[src/hw/rtl/pra_ram.sv]
// Generic single write port RAM with registered read
module pra_ram #(
  parameter int WIDTH = 8,
  parameter int DEPTH = 64
) (
  input  logic                                  clk,
  input  logic                                  we,
  input  logic [(DEPTH > 1 ? $clog2(DEPTH) : 1)-1:0] waddr,
  input  logic [WIDTH-1:0]                      wdata,
  input  logic [(DEPTH > 1 ? $clog2(DEPTH) : 1)-1:0] raddr,
  output logic [WIDTH-1:0]                      rdata
);

  logic [WIDTH-1:0] mem [DEPTH];

  always_ff @(posedge clk) begin
    if (we) begin
      mem[waddr] <= wdata;
    end
    rdata <= mem[raddr];
  end

endmodule

[config.mk]
export PLATFORM = sky130hd
export DESIGN_NAME = pra_ram
export DESIGN_NICKNAME = d
export VERILOG_FILES = /design/src/hw/rtl/pra_ram.sv
export SDC_FILE = /design/constraint.sdc
export NUM_CORES = 1
export LEC_CHECK = 0
export BUFFER_PORTS_ARGS = -buffer_cell sky130_fd_sc_hd__buf_2
export CAP_MARGIN = 20
export CORE_MARGIN = 2
export CORE_UTILIZATION = 30
export DETAILED_ROUTE_END_ITERATION = 8
export SYNTH_ARGS = -nofsm -noshare
export SYNTH_HDL_FRONTEND = slang
export SYNTH_SLANG_ARGS = --single-unit
[constraint.sdc]
create_clock -name clk -period 2.1 [get_ports clk]
set_clock_uncertainty 0.1 [all_clocks]
set_input_delay 0.21 -clock clk [delete_from_list [all_inputs] [get_ports clk]]
set_output_delay 0.21 -clock clk [all_outputs]
set_load 0.01 [all_outputs]
==> results of run 1 <==
## cells in the mapped netlist, types with 3 or more instances
| cell type | count | area (sq um) |
|---|---|---|
| sky130_fd_sc_hd__nor2b_1 | 14 | 87.58 |
| sky130_fd_sc_hd__a22oi_1 | 3 | 22.52 |
| sky130_fd_sc_hd__nand2_1 | 19 | 71.32 |
| sky130_fd_sc_hd__o22ai_1 | 8 | 50.05 |
| sky130_fd_sc_hd__buf_2 | 11 | 55.05 |
| sky130_fd_sc_hd__buf_4 | 13 | 97.59 |
| sky130_fd_sc_hd__buf_1 | 4 | 15.01 |
| sky130_fd_sc_hd__a221oi_1 | 6 | 52.55 |
| sky130_fd_sc_hd__a211oi_1 | 4 | 30.03 |
| sky130_fd_sc_hd__a21oi_1 | 3 | 15.01 |
| sky130_fd_sc_hd__dfxtp_1 | 8 | 160.2 |
| sky130_fd_sc_hd__clkbuf_1 | 17 | 63.81 |
| sky130_fd_sc_hd__o2111ai_1 | 3 | 26.28 |
| sky130_fd_sc_hd__o2bb2ai_1 | 3 | 26.28 |
| sky130_fd_sc_hd__buf_6 | 4 | 45.04 |
| sky130_fd_sc_hd__mux4_2 | 126 | 2838 |
| sky130_fd_sc_hd__mux2_2 | 13 | 146.4 |
| sky130_fd_sc_hd__mux2i_1 | 23 | 230.2 |
| sky130_fd_sc_hd__nand3b_1 | 3 | 22.52 |
| sky130_fd_sc_hd__nor2_1 | 83 | 311.6 |
| sky130_fd_sc_hd__nand2b_1 | 7 | 43.79 |
| sky130_fd_sc_hd__nor3_1 | 7 | 35.03 |
| sky130_fd_sc_hd__edfxtp_1 | 512 | 15370 |
| sky130_fd_sc_hd__nand3_1 | 13 | 65.06 |
| sky130_fd_sc_hd__o221ai_1 | 8 | 70.07 |
## metal layers
layer	part of all wire, %	up-vias	routed length, um	GRT usage (%)
met5	0.021	-	10	0
met4	1.8	2	837	3.320
met3	7.3	62	3444	3.592
met2	46	309	21560	20.88
met1	45	5319	21250	19.66
li1	-	4269	-	-
## stage by stage
| step | hold slack (ns) | utilization [%] | instance area (sq um) |
|---|---|---|---|
| finish | 0.01782 | 35.79 | 23910 |
| global route | 0.01156 | 35.78 | 23900 |
| CTS | 0.001254 | 35.75 | 23880 |
| detailed placement | 0.5697 | 33.35 | 22280 |
| global placement | 0.5714 | 33.35 | 22280 |
| floorplan | 0.2089 | - | 20170 |
## critical path, stage by stage, from the launching register on
cell and delay (ns):
sky130_fd_sc_hd__edfxtp_1 0.36, sky130_fd_sc_hd__mux4_2 0.49, sky130_fd_sc_hd__mux2_4 0.29, sky130_fd_sc_hd__o221a_4 0.27
sky130_fd_sc_hd__nor3_4 0.17, sky130_fd_sc_hd__buf_6 0.13, sky130_fd_sc_hd__o32ai_1 0.08
## sequential cells by signal, indices dropped and copies added (netlist names)
signal,count
rdata,8
mem,512
## worst paths after layout
kind / startpoint / endpoint / slack (ns) / depth (start not counted)
max reg2reg: mem[20][6] / rdata[6] / 0.06 / 6
max: mem[20][6] / rdata[6] / 0.06 / 6
min reg2reg: mem[26][6] / rdata[6] / 0.74 / 3
min: wdata[3] / mem[16][3] / 0.02 / 2
## area by class of cell
cell class	count	area [sq um]	share of cell area [%]
Multi-Input combinational cell	369	4355	18.22
Sequential cell	520	15530	64.98
Clock inverter	34	249.0	1.042
Antenna cell	1	2.502	0.01047
Tap cell	873	1092	4.569
Timing Repair Buffer	165	1366	5.715
Clock buffer	59	1306	5.464
## power by group
group,total (mW),switching (mW),internal [mW]
sequential,11.5,0.0492,11.5
clock,8.62,3.80,4.82
combinational,1.18,0.688,0.494
## kinds of logic after synthesis
kind of cell / after synthesis / share of synthesized area, %
mux: 162 / 15.94
compound gates: 54 / 2.072
flops: 520 / 77.03
buf+inv: 51 / 1.570
simple gates: 153 / 3.387
## repair_timing
item,CTS,global route
cloned,0,0
endpoints found under the setup margin,2,1
gates resized for setup,4,4
pin swaps,1,1
endpoints found under the hold margin,30,0
hold buffers,3,0
buffers inserted,0,0
==> flow_results.org, run 1 <==
** Run status
- The run finished with clean final reports.

** Power
- For this design the ratio of total power to cell area is 892.6 nW/um^2.
- Summed over all cells, the static leakage comes to 7.623 nW.
- Peak supply drop :: 0.5266 mV
- Power, Total :: 21.34 mW

** Floorplan
- Total core area :: between 60000 and 70000 sq um
- The floorplan step defined a die boundary enclosing 69310 sq um.
- Placement Rows :: 95
- Height of the chip :: 263.3 um
- Total I/O pin count :: 30
- The floorplan step set the die width to 263.3 um.
- Initial cell density of the core :: between 30% and 40%

** Synthesis
- Most used flip-flop cell after synthesis :: sky130_fd_sc_hd__edfxtp_1
- Number of enable-type register cells in the synthesized netlist :: around 500
- The synthesized design contains 520 register bits.
- Average instance area after synthesis :: 21.45 sq um
- Post-Syn Instances :: between 900 and 1000
- The synthesized netlist occupies a cell area of 20170 sq um.
- Fraction of synthesis flops using an asynchronous set or reset pin :: 0%
- The number of nets handed over by synthesis was 962.
- Synth Warn # :: 0
- Sequential cell area fraction in the yosys report :: between 70 and 80%
- In this run, distinct cell masters in the synthesized netlist total 40.

** Global routing
- The number of global-route vias before repair is just over 10000.
- Global routing used 13.72% of the available tracks across all layers.
- Maximum number of pins on one net before global-route repair :: 65
- For this run the aggregate overflow at the end of global routing stands at 0.
- The first global-routing pass estimated 69840 um of wire.
- Initial antenna violation count :: 2

** Clock network
- Longest Clk Path Bufs :: 3
- H-tree depth reported by CTS :: 2
- Clock Sink Count :: 520
- Root buffer cell :: sky130_fd_sc_hd__clkbuf_16
- Clock transition at the register clock pins on the worst setup and hold paths after CTS :: 0.06 ns
- CTS tree :: built
- Clock network latency to the later pin of the worst-skew pair :: 0.60 ns
- The number of clock buffers added by TritonCTS is 51.

** Place
- Estimated wirelength of the detail-placed design :: 30120 um
- Number of buffers inserted by port buffering :: 29
- At the end of routability-driven placement, the weighted congestion stood at just under 0.8.
- After detailed placement, the design holds a cell count of 1924.
- Pre-CTS worst setup slack :: -0.3256 ns

** Routing
- Via count :: about 10000
- Total routed wirelength :: 47100 um
- After detailed routing, the number of remaining DRC violations is 0.
- Via density per instance :: 4.929
- Starting DRC count in detailed routing :: 1035
- Drt wl/cell :: 23.30 um
- The first detailed-routing pass took 5 iterations.
- Antenna violation net count after detailed routing :: 0

** Timing
- Final Hold Fails :: 0
- The worst path in the final design needs a cycle of ~2.0 ns, including I/O delays and setup.
- Maximum clock frequency :: a little under 500 MHz
- Setup repair after global routing left no endpoint under its margin.
- Setup violations remaining at the end of the flow were counted as 0.
- Post-route fraction of the period consumed by the critical path :: 96.96%
- Smallest setup slack after layout :: 0.06388 ns
- Number of pins exceeding their max-slew limit in the final report :: 0
- Slew @ Worst Pin :: 0.7016 ns
- Setup Total Neg Slack :: 0 ns
- Worst slew margin relative to its limit :: 53.22%

** Final layout
- The top cell types in the final layout, fill and taps aside, are 512 x sky130_fd_sc_hd__edfxtp_1, 126 x sky130_fd_sc_hd__mux4_2, 120 x sky130_fd_sc_hd__buf_4.
- Post-route non-filler standard cell count :: 2021
- Leaving out fill and tap cells, the most frequent cell in the layout is sky130_fd_sc_hd__edfxtp_1.
- For this run, the post-layout net count is 1129.
- Relative area change from synthesis to final layout :: 18.54%
- Fraction of final layout cells sized beyond drive strength 1 :: 32.87%
- Fillers :: 6172

** Setup path
- The worst setup path is launched from a register.
- STA classifies the critical path endpoint as a register.
- Arrival @ worst endpoint :: 2.39 ns
- Largest fanout of any net on the critical path :: 1
- The critical path is of the reg -> reg type.
- CP Data Required Time :: 2.46 ns

** Flow run
- The tool flagged a number of max-cap violations equal to 0.

** Worst hold path
- The tightest min-delay check is of the in -> reg type.
Note: power is estimated with default switching activity, not from simulation.
==> inputs of run 2 (changes only) <==
==> constraint.sdc (replaced) <==
create_clock -name clk -period 2.5 [get_ports clk]
set_clock_uncertainty 0.1 [all_clocks]
set_input_delay 0.25 -clock clk [delete_from_list [all_inputs] [get_ports clk]]
set_output_delay 0.25 -clock clk [all_outputs]
set_load 0.01 [all_outputs]
==> run 2 against run 1 <==
Core utilization about the same; sequential share of layout area decreased by 0.075 points; power decreased by 14%; combinational power decreased by 16%; fmax decreased by 15%; global-route usage about the same; die area unchanged; critical path type unchanged; highest routed layer is now met4.
==> flow_results.org, run 2 (synthesis results as in run 1) <==
** Run status
- The flow ran to the end, and the final reports show no timing, DRC or antenna violations.

** Final layout
- Commonest non-fill, non-tap cells in the layout :: 512 x sky130_fd_sc_hd__edfxtp_1, 127 x sky130_fd_sc_hd__buf_4, 126 x sky130_fd_sc_hd__mux4_2
- Relative to the synthesized area, the layout overhead comes to 18.68%.
- Fraction of final layout cells sized beyond drive strength 1 :: 33.10%
- Most common cell after layout, fill and taps aside :: sky130_fd_sc_hd__edfxtp_1
- Largest Register :: mem
- After the last flow step, the layout net total stands at 1128.
- Largest register FFs :: approximately 510
- After routing the design area is around 24000 sq um.
- After filler insertion, the fill cell instance count of the layout stands at 6171.
- Measured on the finished design, the core utilization comes to between 30% and 40%.
- Largest registers :: mem (512), rdata (8)

** Timing
- RSZ-0062 raised after global routing :: no
- Setup violations remaining at the end of the flow were counted as 0.
- Number of pins exceeding their max-slew limit in the final report :: 0
- Timing would allow up to 417.9 MHz.
- The hold violation total from the final report came to 0.
- At the pin with the least slew margin, the transition time is 0.9895 ns.
- Post-layout min period :: ~2.4 ns
- Setup Total Neg Slack :: 0 ns
- Measured against its own limit, the worst slew margin works out to 32.99%.
- Hold is met by 0.04067 ns.
- Post-route fraction of the period consumed by the critical path :: 95.71%

** Routing
- The pre-antenna-repair detailed-routing pass consisted of 5 iterations.
- Dividing the detail-routed via count by the number of cells gives 4.981.
- The first routing iteration left 970 violations.
- DRC errors left :: 0
- Summed over all layers, the routed wires come to about 47000 um.
- The count of nets left with antenna violations once routing finished came out at 0.
- Via count :: 10080
- In the final routed layout, each cell accounts on average for approximately 23 um.

** Setup path
- Largest fanout of any net on the critical path :: 1
- Length in cells of the worst reg-to-reg path :: 6
- CP Data Required Time :: between 2 and 3 ns
- Endpoint of the most critical register-to-register path :: rdata[6]
- Critical Path Start :: mem[29][6]
- Element type at the critical path end :: register
- The worst register-to-register path begins at mem[29][6].
- Data on the critical path arrives at its endpoint at between 2 and 3 ns.
- Worst setup path class :: reg -> reg
- The setup check on the worst reg-to-reg path leaves a slack of 0.11 ns.
- In this run the worst setup path terminates at rdata[6].
- The worst setup path is launched from a register.

** Power
- Across the VDD grid, the largest voltage drop is 0.4285 mV.
- For this design the static power due to leakage is 7.639 nW.
- Power spread over the standard cell area amounts to 766.6 nW/um^2.
- Power, Total :: 18.35 mW

** Clock network
- Clock transition at the register clock pins on the worst setup and hold paths after CTS :: 0.06 ns
- Number of buffers added to fix hold violations after cts :: 0
- Number of clock buffers inserted by TritonCTS :: 50
- Longest Clk Path Bufs :: 3
- Root buffer cell :: sky130_fd_sc_hd__clkbuf_16
- Post-CTS repair changed the size of 0 cells.
- H-tree depth reported by CTS :: 2
- CTS saw 520 sinks.
- Clock network latency to the later pin of the worst-skew pair :: between 0.5 and 0.6 ns
- The number of setup buffers added after CTS is 0.
- CTS tree :: built

** Floorplan
- Total core area :: 66800 sq um
- Initial cell density of the core :: 30.19%
- In this run the count of I/O pins placed on the die edge is 30.
- The floorplan step set the die width to 263.3 um.
- Measured along the y axis, the die boundary spans 263.3 um.
- The floorplan has 95 rows.
- Area of the die :: 69310 sq um

** Global routing
- Initial antenna violation count :: 2
- The number of global-route vias before repair came to 10460.
- Entering global routing, the biggest net connects 65 pins.
- Total routing usage reported by global routing :: 13.73%
- Gr ovfl total :: 0
- Global-route wire length before repair :: between 70000 and 80000 um

** Place
- Cell area after placement :: 22260 sq um
- Detailed placement finished with a half-perimeter wire length of a little over 30000 um.
- The congestion estimate from routability-driven global placement came to 0.8382.
- Number of buffers inserted by port buffering :: 29

** Worst hold path
- Worst min path class :: in -> reg

** Flow run
- Max-cap violations in this run came to 0.
run 2: stage by stage:
stage | worst slack, ns | instances
2_1_floorplan | 0.4823 | 940
3_3_place_gp | -0.1930 | 1927
4_1_cts | 0.1358 | 2021
6_report | 0.1072 | 2023
5_1_grt | 0.04378 | 2021
3_5_place_dp | -0.2012 | 1927
run 2: area by class of cell:
type	instances	area (sq um)	area share, %
Tap cell	873	1092	4.564
Timing Repair Buffer	165	1318	5.505
Clock buffer	64	1368	5.714
Sequential cell	520	15530	64.91
Antenna cell	2	5.005	0.02091
Multi-Input combinational cell	369	4315	18.03
Clock inverter	30	301.5	1.260
run 2: routing by layer:
| layer | up-vias | wire length [um] | share of wire, % | track usage (%) |
|---|---|---|---|---|
| li1 | 4269 | - | - | - |
| met1 | 5389 | 20990 | 44 | 19.47 |
| met2 | 347 | 22130 | 47 | 21.61 |
| met3 | 72 | 3353 | 7.1 | 3.105 |
| met4 | 0 | 840 | 1.8 | 3.073 |
| met5 | - | 0 | 0 | 0 |
run 2: power by group:
group | switching (mW) | leakage (nW) | internal, mW
Clock | 3.19 | 0.822 | 4.49
Combinational | 0.588 | 2.14 | 0.407
Sequential | 0.0294 | 4.67 | 9.65
run 2: worst min path at each step:
stage              from        end  slack [ns]  cells after the start
2_1_floorplan  wdata[0]  mem[0][0]        0.25                      0
3_3_place_gp   rdata[7]   rdata[7]        0.55                      1
5_1_grt        raddr[5]   rdata[1]        0.04                      3
4_1_cts        raddr[5]   rdata[1]        0.01                      3
6_report       raddr[5]   rdata[1]        0.04                      3
3_5_place_dp   rdata[6]   rdata[6]        0.54                      1
run 2: worst max-delay path: stages (launching register included):
cell,delay [ns]
sky130_fd_sc_hd__edfxtp_1,0.37
sky130_fd_sc_hd__mux4_2,0.49
sky130_fd_sc_hd__mux2_2,0.30
sky130_fd_sc_hd__o221a_2,0.28
sky130_fd_sc_hd__nor3_1,0.37
sky130_fd_sc_hd__buf_4,0.23
sky130_fd_sc_hd__o32ai_1,0.11
==> inputs of run 3 (changes only) <==
==> constraint.sdc (replaced) <==
create_clock -name clk -period 2 [get_ports clk]
set_clock_uncertainty 0.1 [all_clocks]
set_input_delay 0.2 -clock clk [delete_from_list [all_inputs] [get_ports clk]]
set_output_delay 0.2 -clock clk [all_outputs]
set_load 0.01 [all_outputs]
==> run 3 against run 2 <==
Worst setup slack got worse by 0.12 ns; combinational power increased by 26%; die area unchanged; the flow now finishes with violations (setup timing); critical path type unchanged; cell count increased by 0.30%; flip-flop and latch count unchanged.
==> flow_results.org, run 3 (synthesis results as in run 1) <==
** Run status
- The run finished, with violations left.
- The checks that failed: setup timing.

** Timing
- RSZ-0062 raised after global routing :: yes
- Final worst hold slack :: 0.03116 ns
- Number of pins exceeding their max-slew limit in the final report :: 0
- Setup violations, final :: 1
- At the pin with the least slew margin, the transition time is 0.9705 ns.
- Maximum clock frequency :: 497.3 MHz
- Post-route fraction of the period consumed by the critical path :: 100.5%
- Subtracting the final worst setup slack from the clock period gives around 2 ns.
- The worst pin sits at a relative slew slack of 35.30%.
- Final Hold Fails :: 0
- Setup slack on the critical path of the routed design comes to -0.01079 ns.

** Floorplan
- From bottom edge to top edge, the die measures 263.3 um.
- The region available for standard cell placement spans roughly 67000 sq um.
- Area of the die :: 69310 sq um
- In this run the core area contains 95 standard-cell rows.
- Total I/O pin count :: 30
- Initial cell density of the core :: 30.19%
- Chip width :: 263.3 um

** Setup path
- Of all nets on the critical path, the largest fanout is 1.
- The worst setup path is launched from a register.
- The critical path is of the reg -> reg type.
- Element type at the critical path end :: register
- CP Data Required Time :: 2.37 ns
- Arrival @ worst endpoint :: 2.38 ns

** Clock network
- Longest Clk Path Bufs :: 3
- Clock Sink Count :: 520
- Clock network latency to the later pin of the worst-skew pair :: 0.59 ns
- After clock tree synthesis, the clock-pin slew on the worst setup and hold paths is 0.06 ns.
- In this run the clock root is driven by a sky130_fd_sc_hd__clkbuf_16.
- CTS tree :: built
- The H-tree was split into 2 levels.
- Number of clock buffers inserted by TritonCTS :: 51

** Routing
- Via density per instance :: 4.885
- For this run, design rule violations remaining after detail routing come to 0.
- After detailed routing, the average wire length per cell comes to between 20 and 25 um.
- In this run the remaining antenna-violating nets after routing total 0.
- Starting DRC count in detailed routing :: 1026
- The first detailed-routing pass took 4 iterations.
- Total routed wirelength :: 46550 um
- Via count :: 9911

** Final layout
- The number of antenna diodes in the final layout is 0.
- In the final layout, the multi-input gates occupy 4374 sq um.
- Largest register FFs :: 512
- In the final layout, flip-flops and latches occupy between 15000 and 20000 sq um.
- After routing the design area is 24010 sq um.
- Relative area change from synthesis to final layout :: 19.05%
- The filler cells instantiated in the layout total 6127.
- Commonest non-fill, non-tap cells in the layout :: 512 x sky130_fd_sc_hd__edfxtp_1, 135 x sky130_fd_sc_hd__buf_4, 126 x sky130_fd_sc_hd__mux4_2
- Total Nets Final :: 1140
- The largest registers in the layout are mem (512), rdata (8).
- Largest Register :: mem
- At the end of the flow the core is filled with cells to 35.94%.
- Fraction of final layout cells sized beyond drive strength 1 :: 33.91%
- Leaving out fill and tap cells, the most frequent cell in the layout is sky130_fd_sc_hd__edfxtp_1.
- Leaving out filler cells and counting taps, the final layout contains 2029.

** Place
- Post-placement cell count :: 1935
- At the end of routability-driven placement, the weighted congestion stood at 0.8067.
- The placed instances occupy a cell area of ~22000 sq um.
- Number of buffers inserted by port buffering :: 29
- Estimated wirelength of the detail-placed design :: 29990 um

** Global routing
- Entering global routing, the biggest net connects 65 pins.
- Total routing usage reported by global routing :: 13.54%
- Global-route wire length before repair :: between 60000 and 70000 um
- Initial antenna violation count :: 6
- After global routing the overflow that remains totals 0.
- The number of global-route vias before repair is 10560.

** Power
- IR analysis of the VDD net gives a maximum drop of between 0.5 and 0.6 mV.
- Dividing total power by cell area gives a power density of 943.2 nW/um^2.
- Static leakage power :: between 7 and 8 nW

** Flow run
- Across the run, the number of max-cap violations was 0.

** Worst hold path
- The worst hold path belongs to the class in -> reg.
run 3: changes by cell type in the layout (fill, tap and decap cells not counted), sizes merged:
cell	delta
dlygate4sd3	+3
clkbuf	-6
buf	+8
clkinv	+5
diode	-2
inv	+1
clkinvlp	-1
bufinv	-2
run 3: final cells by class:
cell class              instances  area share (%)
clock buffers                  58           5.602
multi-input cells             369           18.22
repair buffers                176           5.863
well taps                     873           4.550
flip-flops and latches        520           64.71
clock inverters                33           1.058
run 3: critical path, cell delays in order, from the launching register on:
cell,delay [ns]
sky130_fd_sc_hd__edfxtp_1,0.36
sky130_fd_sc_hd__mux4_2,0.51
sky130_fd_sc_hd__mux2_4,0.30
sky130_fd_sc_hd__o221a_4,0.27
sky130_fd_sc_hd__nor3_2,0.10
sky130_fd_sc_hd__buf_4,0.16
sky130_fd_sc_hd__o32ai_2,0.08
run 3: metal layers:
metal / track usage [%] / vias to the layer above / wire length (um)
met4: 4.618 / 8 / 1191
met2: 20.76 / 323 / 21380
met1: 18.65 / 5216 / 20310
met5: 0 / - / 59
li1: - / 4277 / -
met3: 3.685 / 87 / 3606
run 3: repair_timing:
item / CTS / global route
setup endpoints to repair: 5 / 5
buffers inserted: 0 / 0
hold buffers: 3 / 0
endpoints found under the hold margin: 6 / 0
pin swaps: 2 / 1
cloned: 0 / 0
resized for setup: 10 / 2
run 3: power breakdown:
| part | total, mW | internal [mW] | switching [mW] |
|---|---|---|---|
| clock network | 9.28 | 5.31 | 3.97 |
| logic | 1.25 | 0.524 | 0.729 |
| registers | 12.1 | 12.1 | 0.0478 |
| total | 22.6 | 17.9 | 4.75 |
run 3: final timing paths:
check,slack (ns),cells past startpoint,startpoint,to
worst min-delay path,0.03,2,wdata[7],mem[49][7]
worst max-delay path,-0.01,6,mem[21][6],rdata[6]
worst min register to register,0.74,3,mem[26][6],rdata[6]
worst max register to register,-0.01,6,mem[21][6],rdata[6]
run 3: stage by stage:
stage / worst slack [ns] / setup TNS, ns / power (mW)
global placement: -0.5884 / -2.957 / 13.57
finish: -0.01079 / -0.01079 / 22.64
global route: -0.08266 / -0.1159 / 23.34
floorplan: 0.03228 / 0 / 12.96
CTS: -0.03118 / -0.03118 / 22.89
detailed placement: -0.5691 / -3.091 / 13.59
